<file path="config.mk">
export PLATFORM = sky130hd
export DESIGN_NAME = card_suit_canonicalizer_unit
export DESIGN_NICKNAME = d
export VERILOG_FILES = /design/src/hw/rtl/ccan_pkg.sv /design/src/hw/rtl/ccan_lane.sv /design/src/hw/rtl/ccan_merge.sv /design/src/hw/rtl/card_suit_canonicalizer_unit.sv
export SDC_FILE = /design/constraint.sdc
export NUM_CORES = 2
export LEC_CHECK = 0
export BUFFER_PORTS_ARGS = -buffer_cell sky130_fd_sc_hd__buf_2
export CORE_ASPECT_RATIO = 1.4
export CORE_MARGIN = 2
export CORE_UTILIZATION = 67
export CTS_BUF_LIST = sky130_fd_sc_hd__clkbuf_4
export DETAILED_ROUTE_END_ITERATION = 12
export PLACE_DENSITY_LB_ADDON = 0.25
export SLEW_MARGIN = 30
export SYNTH_ARGS = -nofsm -noshare
export SYNTH_HDL_FRONTEND = slang
export SYNTH_SLANG_ARGS = --single-unit
</file>
<file path="constraint.sdc">
create_clock -name clk -period 42.1 [get_ports clk]
set_input_delay 2.105 -clock clk [delete_from_list [all_inputs] [get_ports clk]]
set_output_delay 2.105 -clock clk [all_outputs]
set_load 0.03 [all_outputs]
</file>
<file path="src/hw/rtl/ccan_pkg.sv">
`timescale 1ns / 1ps

package ccan_pkg;

  localparam int SLOTS = 4;
  localparam int SUITS = 4;
  localparam int CARDS = 4;

  localparam int RANK_W = 4;
  localparam int SUIT_W = 2;
  localparam int WORD_W = SLOTS * RANK_W;

  // Horner partial over one bucket never exceeds 15 * (15^4 - 1) / 14 = 54240.
  localparam int PART_W = 16;
  // Widths of the running hash after two, three and four buckets.
  localparam int H1_W   = 32;
  localparam int H2_W   = 47;
  localparam int HASH_W = 63;

  localparam logic [3:0]  BASE  = 4'd15;
  localparam logic [15:0] BASE4 = 16'd50625;

  typedef logic [RANK_W-1:0] rank_t;
  typedef logic [SUIT_W-1:0] suit_t;
  typedef logic [WORD_W-1:0] word_t;
  typedef logic [PART_W-1:0] part_t;

  // Base-15 Horner value of the four slots of one bucket, top nibble first.
  function automatic part_t bucket_partial(input word_t w);
    part_t acc;
    acc = '0;
    for (int i = SLOTS - 1; i >= 0; i--) begin
      acc = PART_W'(acc * PART_W'(BASE)) + PART_W'(w[i*RANK_W +: RANK_W]);
    end
    return acc;
  endfunction

endpackage

</file>
<file path="src/hw/rtl/ccan_lane.sv">
`timescale 1ns / 1ps

// One suit lane: keeps the ranks of the cards of its suit and sorts them
// in descending order. Cards of other suits enter as zero and sink to the end.
module ccan_lane
  import ccan_pkg::*;
(
  input  suit_t suit_id,
  input  suit_t card_suit [CARDS],
  input  rank_t card_rank [CARDS],
  output word_t word
);

  rank_t v0 [CARDS];
  rank_t v1 [CARDS];
  rank_t v2 [CARDS];
  rank_t v3 [CARDS];

  always_comb begin
    for (int k = 0; k < CARDS; k++) begin
      v0[k] = (card_suit[k] == suit_id) ? card_rank[k] : '0;
    end

    // Five-exchange network, larger value to the lower index.
    v1[0] = (v0[0] >= v0[1]) ? v0[0] : v0[1];
    v1[1] = (v0[0] >= v0[1]) ? v0[1] : v0[0];
    v1[2] = (v0[2] >= v0[3]) ? v0[2] : v0[3];
    v1[3] = (v0[2] >= v0[3]) ? v0[3] : v0[2];

    v2[0] = (v1[0] >= v1[2]) ? v1[0] : v1[2];
    v2[2] = (v1[0] >= v1[2]) ? v1[2] : v1[0];
    v2[1] = (v1[1] >= v1[3]) ? v1[1] : v1[3];
    v2[3] = (v1[1] >= v1[3]) ? v1[3] : v1[1];

    v3[0] = v2[0];
    v3[3] = v2[3];
    v3[1] = (v2[1] >= v2[2]) ? v2[1] : v2[2];
    v3[2] = (v2[1] >= v2[2]) ? v2[2] : v2[1];

    word = {v3[0], v3[1], v3[2], v3[3]};
  end

endmodule

</file>
<file path="src/hw/rtl/ccan_merge.sv">
`timescale 1ns / 1ps

// Orders the lane buckets. With slot 0 in the top nibble, the lexicographic
// order of two buckets is the numeric order of their packed words.
module ccan_merge
  import ccan_pkg::*;
(
  input  word_t lane_word [SUITS],
  output word_t sorted    [SUITS],
  output part_t partial   [SUITS]
);

  word_t w1 [SUITS];
  word_t w2 [SUITS];

  always_comb begin
    w1[0] = (lane_word[0] >= lane_word[1]) ? lane_word[0] : lane_word[1];
    w1[1] = (lane_word[0] >= lane_word[1]) ? lane_word[1] : lane_word[0];
    w1[2] = (lane_word[2] >= lane_word[3]) ? lane_word[2] : lane_word[3];
    w1[3] = (lane_word[2] >= lane_word[3]) ? lane_word[3] : lane_word[2];

    w2[0] = (w1[0] >= w1[2]) ? w1[0] : w1[2];
    w2[2] = (w1[0] >= w1[2]) ? w1[2] : w1[0];
    w2[1] = (w1[1] >= w1[3]) ? w1[1] : w1[3];
    w2[3] = (w1[1] >= w1[3]) ? w1[3] : w1[1];

    sorted[0] = w2[0];
    sorted[3] = w2[3];
    sorted[1] = (w2[1] >= w2[2]) ? w2[1] : w2[2];
    sorted[2] = (w2[1] >= w2[2]) ? w2[2] : w2[1];

    for (int i = 0; i < SUITS; i++) begin
      partial[i] = bucket_partial(sorted[i]);
    end
  end

endmodule

</file>
<file path="src/hw/rtl/card_suit_canonicalizer_unit.sv">
`timescale 1ns / 1ps

// Channel   Direction  Handshake                 Payload
// hand      in         hand_valid / hand_stall   card0..3_suit, card0..3_rank
// canon     out        canon_valid / canon_stall bucket0..3_word, hand_hash
//
// Five pipeline stages: suit lanes, bucket merge, then three Horner stages;
// the first folds in two buckets, the others one each, one multiply by 15^4 per stage.
// One item enters every cycle while hand_stall is low.
// Each stage holds when the stage after it is full and stalled, so empty stages
// still fill while a result waits; hand_stall rises only when all five are full.
// rst is synchronous and clears the stage valid bits only.
module card_suit_canonicalizer_unit
  import ccan_pkg::*;
(
  input  logic              clk,
  input  logic              rst,
  input  logic              hand_valid,
  output logic              hand_stall,
  input  logic [1:0]        card0_suit,
  input  logic [3:0]        card0_rank,
  input  logic [1:0]        card1_suit,
  input  logic [3:0]        card1_rank,
  input  logic [1:0]        card2_suit,
  input  logic [3:0]        card2_rank,
  input  logic [1:0]        card3_suit,
  input  logic [3:0]        card3_rank,
  output logic              canon_valid,
  input  logic              canon_stall,
  output logic [15:0]       bucket0_word,
  output logic [15:0]       bucket1_word,
  output logic [15:0]       bucket2_word,
  output logic [15:0]       bucket3_word,
  output logic [HASH_W-1:0] hand_hash
);

  localparam int STAGES = 5;

  logic [STAGES:1]   vld;
  logic [STAGES+1:1] rdy;

  suit_t card_suit [CARDS];
  rank_t card_rank [CARDS];
  word_t lane_word [SUITS];
  word_t sorted    [SUITS];
  part_t partial   [SUITS];

  // Stage registers.
  word_t       s1_word [SUITS];
  word_t       s2_word [SUITS];
  part_t       s2_part [SUITS];
  word_t       s3_word [SUITS];
  logic [H1_W-1:0] s3_hash;
  part_t       s3_part2;
  part_t       s3_part3;
  word_t       s4_word [SUITS];
  logic [H2_W-1:0] s4_hash;
  part_t       s4_part3;
  word_t       s5_word [SUITS];
  logic [HASH_W-1:0] s5_hash;

  logic [H1_W-1:0]   h1_next;
  logic [H2_W-1:0]   h2_next;
  logic [HASH_W-1:0] h3_next;

  assign card_suit[0] = card0_suit;
  assign card_suit[1] = card1_suit;
  assign card_suit[2] = card2_suit;
  assign card_suit[3] = card3_suit;
  assign card_rank[0] = card0_rank;
  assign card_rank[1] = card1_rank;
  assign card_rank[2] = card2_rank;
  assign card_rank[3] = card3_rank;

  for (genvar g = 0; g < SUITS; g++) begin : g_lane
    ccan_lane u_lane (
      .suit_id   (SUIT_W'(g)),
      .card_suit (card_suit),
      .card_rank (card_rank),
      .word      (lane_word[g])
    );
  end

  ccan_merge u_merge (
    .lane_word (s1_word),
    .sorted    (sorted),
    .partial   (partial)
  );

  // A stage can take an item when it is empty or its item moves on.
  always_comb begin
    rdy[STAGES+1] = !canon_stall;
    for (int k = STAGES; k >= 1; k--) begin
      rdy[k] = !vld[k] || rdy[k+1];
    end
  end

  assign hand_stall = !rdy[1];

  always_ff @(posedge clk) begin
    if (rst) begin
      vld <= '0;
    end else begin
      if (rdy[1]) vld[1] <= hand_valid;
      for (int k = 2; k <= STAGES; k++) begin
        if (rdy[k]) vld[k] <= vld[k-1];
      end
    end
  end

  always_comb begin
    h1_next = H1_W'(H1_W'(s2_part[0]) * H1_W'(BASE4) + H1_W'(s2_part[1]));
    h2_next = H2_W'(H2_W'(s3_hash) * H2_W'(BASE4) + H2_W'(s3_part2));
    h3_next = HASH_W'(HASH_W'(s4_hash) * HASH_W'(BASE4) + HASH_W'(s4_part3));
  end

  always_ff @(posedge clk) begin
    if (rdy[1] && hand_valid) begin
      s1_word <= lane_word;
    end
    if (rdy[2] && vld[1]) begin
      s2_word <= sorted;
      s2_part <= partial;
    end
    if (rdy[3] && vld[2]) begin
      s3_word  <= s2_word;
      s3_hash  <= h1_next;
      s3_part2 <= s2_part[2];
      s3_part3 <= s2_part[3];
    end
    if (rdy[4] && vld[3]) begin
      s4_word  <= s3_word;
      s4_hash  <= h2_next;
      s4_part3 <= s3_part3;
    end
    if (rdy[5] && vld[4]) begin
      s5_word <= s4_word;
      s5_hash <= h3_next;
    end
  end

  assign canon_valid  = vld[STAGES];
  assign bucket0_word = s5_word[0];
  assign bucket1_word = s5_word[1];
  assign bucket2_word = s5_word[2];
  assign bucket3_word = s5_word[3];
  assign hand_hash    = s5_hash;

`ifndef SYNTHESIS
  a_bucket_order: assert property (@(posedge clk) disable iff (rst)
    canon_valid |-> (bucket0_word >= bucket1_word) && (bucket1_word >= bucket2_word)
                    && (bucket2_word >= bucket3_word))
    else $error("canonical buckets out of order");

  a_no_stall_when_room: assert property (@(posedge clk) disable iff (rst)
    !vld[1] |-> !hand_stall)
    else $error("input stalled while the first stage is empty");

  a_drain_on_take: assert property (@(posedge clk) disable iff (rst)
    (canon_valid && !canon_stall && !vld[STAGES-1]) |=> !canon_valid)
    else $error("result delivered twice");

  a_reset_empty: assert property (@(posedge clk)
    rst |=> !canon_valid)
    else $error("result valid right after reset");
`endif

endmodule

</file>
==> results.toml <==
[outcome]
status = "finished clean"

[drt]
drtIter0Drc = 2243
dr.pass1.iters = 6
via_per_inst = 5.833
wl_met1_mm = 54.26
top_layer = "met5"
postRouteAntennaNets = 0
wl_met3_mm = 6.110
num_vias = 43068
drt_wl_total_mm = 147.2
wl_met2_mm = 75.88
wl_per_cell_um = 19.93
drc = 0

[floorplanning]
coreArea_um2 = 92490
rows = 132
fp.dieW_um = 262.3
die_y_um = 365.6
initial_utilization = 0.6767
io_pins = 157
die_area_um2 = 95910

[global_routing]
grt_use_total = 0.3141
overflow = 0
grt_max_degree = 74
grt_pass1_vias = 45516
grt_pass1_wl_mm = 233.5
antenna_found_initial = 5

[sta]
final.setup.tns_ns = 0
min_period_over_period = 0.3882
setup_viol = 0
max_freq_ghz = 0.06118
rsz0062_at_grt = "no"
finalClockSkew_ns = 0.1028
drv_slew = 0
worst_pin_slew_ns = 1.055
relSlewSlack = 0.2970
whs_ns = 0.3948
layout_min_cycle_time_ns = 16.34
hold_violations = 0

[worst_setup_path]
critical_path_class = "reg -> reg"
startpoint_type = "flop"
cp-end-kind = "flop"
crit_required_ns = 42.92
cp_slowest_cell = "a21oi_1"
cp.arrival_ns = 17.16
cp_max_fo = 24
crit_top_cell = "ha_1"
max_stage_delay_ns = 0.76

[logic_synthesis]
syn_inst = 5842
synth_top_area_frac = 0.2754
synthArstFlopShare = 0
synthesis.area_um2 = 62590
synth_edf_count = 574
ys_seq_area_frac = 0.2770
synth-main-ff-cell = "edfxtp_1"
synth_fp_nets = 7616
synth_seq_cells = 579
synth_largest_area_cell = "edfxtp_1"
synth.distinct_cells = 74
synthTopCellsByArea = "edfxtp_1 28%, ha_1 23%, fa_1 20%"
postSynthAreaPerCell_um2 = 10.71
ys_warn_count = 0

[final_layout]
drive_gt1_frac = 0.07463
final_cell_mix = "1191 x inv_1, 1136 x ha_1, 610 x fa_1"
layout.nets = 7852
syn2layout_area_growth_pct = 6.777
final_cells = 7384
final_common_cell = "inv_1"

[clock_network]
clock-root-buffer = "clkbuf_4"
cts_tree = "yes"
clk_latency_ns = 1.14
cts_resized = 0
ctsHoldBuffers = 0
htree_num_levels = 4
numCtsBuffers = 142
post_cts_buffers = 0
clockBufferDepth = 3
clkTransAtPathRegs_ns = 0.07
clock_sinks = 579

[job]
cap_violations = 0

[placement]
place_congestion = 1.007
dp_hpwl_mm = 122.2
dp.cells = 7139
portBuffers = 156

[hold_path]
hp-class = "reg -> reg"
synth_stat cells, drive strengths merged, types with 6 or more instances:
cell and number:
xor2 71, o21ai 199, a221oi 8, clkbuf 70, o211ai 34, a21o 180
nand3 83, a311oi 7, a31oi 28, nor4 23, nand4 30, inv 1191
a21boi 7, and3 30, nand2b 49, nor2b 40, buf 27, o311ai 7
mux2i 115, o211a 14, o21a 22, a41oi 10, a211o 17, edfxtp 574
o21bai 48, o31ai 9, ha 1136, and2 17, a31o 7, a211oi 33
xnor2 215, a21oi 375, nor3 42, nor2 221, fa 610, o41ai 6
nand2 218
cell type report:
| cell class | instances | area (µm²) |
|---|---|---|
| multi-input combinational | 3975 | 40520 |
| sequential | 579 | 17340 |
| clock inverter | 53 | 501.7 |
| timing repair buffer | 189 | 1064 |
| antenna | 1 | 2.502 |
| inverter | 1191 | 4471 |
| clock buffer | 190 | 1426 |
| fill | 6678 | 25660 |
| tap | 1206 | 1509 |
cells by family (layout without fill, tap and decap cells):
family,count (synthesis),count (layout),share of synthesized area
and+or+nand+nor,776,776,0.05825
buffers and inverters,1288,1623,0.07785
xor gates and xnor gates,286,286,0.04002
DFF,579,579,0.2770
other,0,1,0
adders and majority gates,1748,1748,0.4226
AOI/OAI and AO/OA,1046,1046,0.1052
muxes,119,119,0.01917
critical path, delay by kind of cell (launching register included):
| kind | cells | cell delay [ns] |
|---|---|---|
| compound gates | 30 | 6.44 |
| fa+ha+maj | 15 | 5.58 |
| simple gates | 8 | 1.75 |
| buf+inv | 10 | 1.29 |
| xor+xnor | 2 | 0.52 |
| flops | 1 | 0.44 |
flip-flops by register name, indices dropped and copies added (netlist names):
signal / flops
s1_word: 64
s2_part: 64
s2_word: 64
s3_word: 64
s4_word: 64
hand_hash: 63
s4_hash: 47
s3_hash: 32
bucket0_word: 16
bucket1_word: 16
bucket2_word: 16
bucket3_word: 16
s3_part2: 16
s3_part3: 16
s4_part3: 16
vld: 5
through the flow:
stage / instance area, µm² / util / setup slack, ns
finish: 66830 / 0.7226 / 25.76
global route: 66830 / 0.7226 / 24.47
CTS: 66750 / 0.7217 / 25.66
detailed placement: 64820 / 0.7008 / 25.74
global placement: 64780 / 0.7004 / 26.06
floorplan: 62590 / - / 26.69
layer usage:
metal  global-route usage  vias to the layer above
met5                    0                        -
met4               0.2072                        6
met3              0.04019                      456
met2               0.5811                     1178
met1               0.3362                    20997
li1                     -                    20431
path summary, 6_finish.rpt:
kind / from / endpoint / slack [ns] / depth (start not counted)
setup reg to reg: s1_word[58] / s2_part[31] / 25.76 / 65
setup / recovery: s1_word[58] / s2_part[31] / 25.76 / 65
hold reg to reg: s4_word[34] / bucket1_word[2] / 0.39 / 0
hold / removal: s4_word[34] / bucket1_word[2] / 0.39 / 0
Power is not shown: default switching activity piles up to over one toggle a cycle in this logic, so the estimate is an artifact.
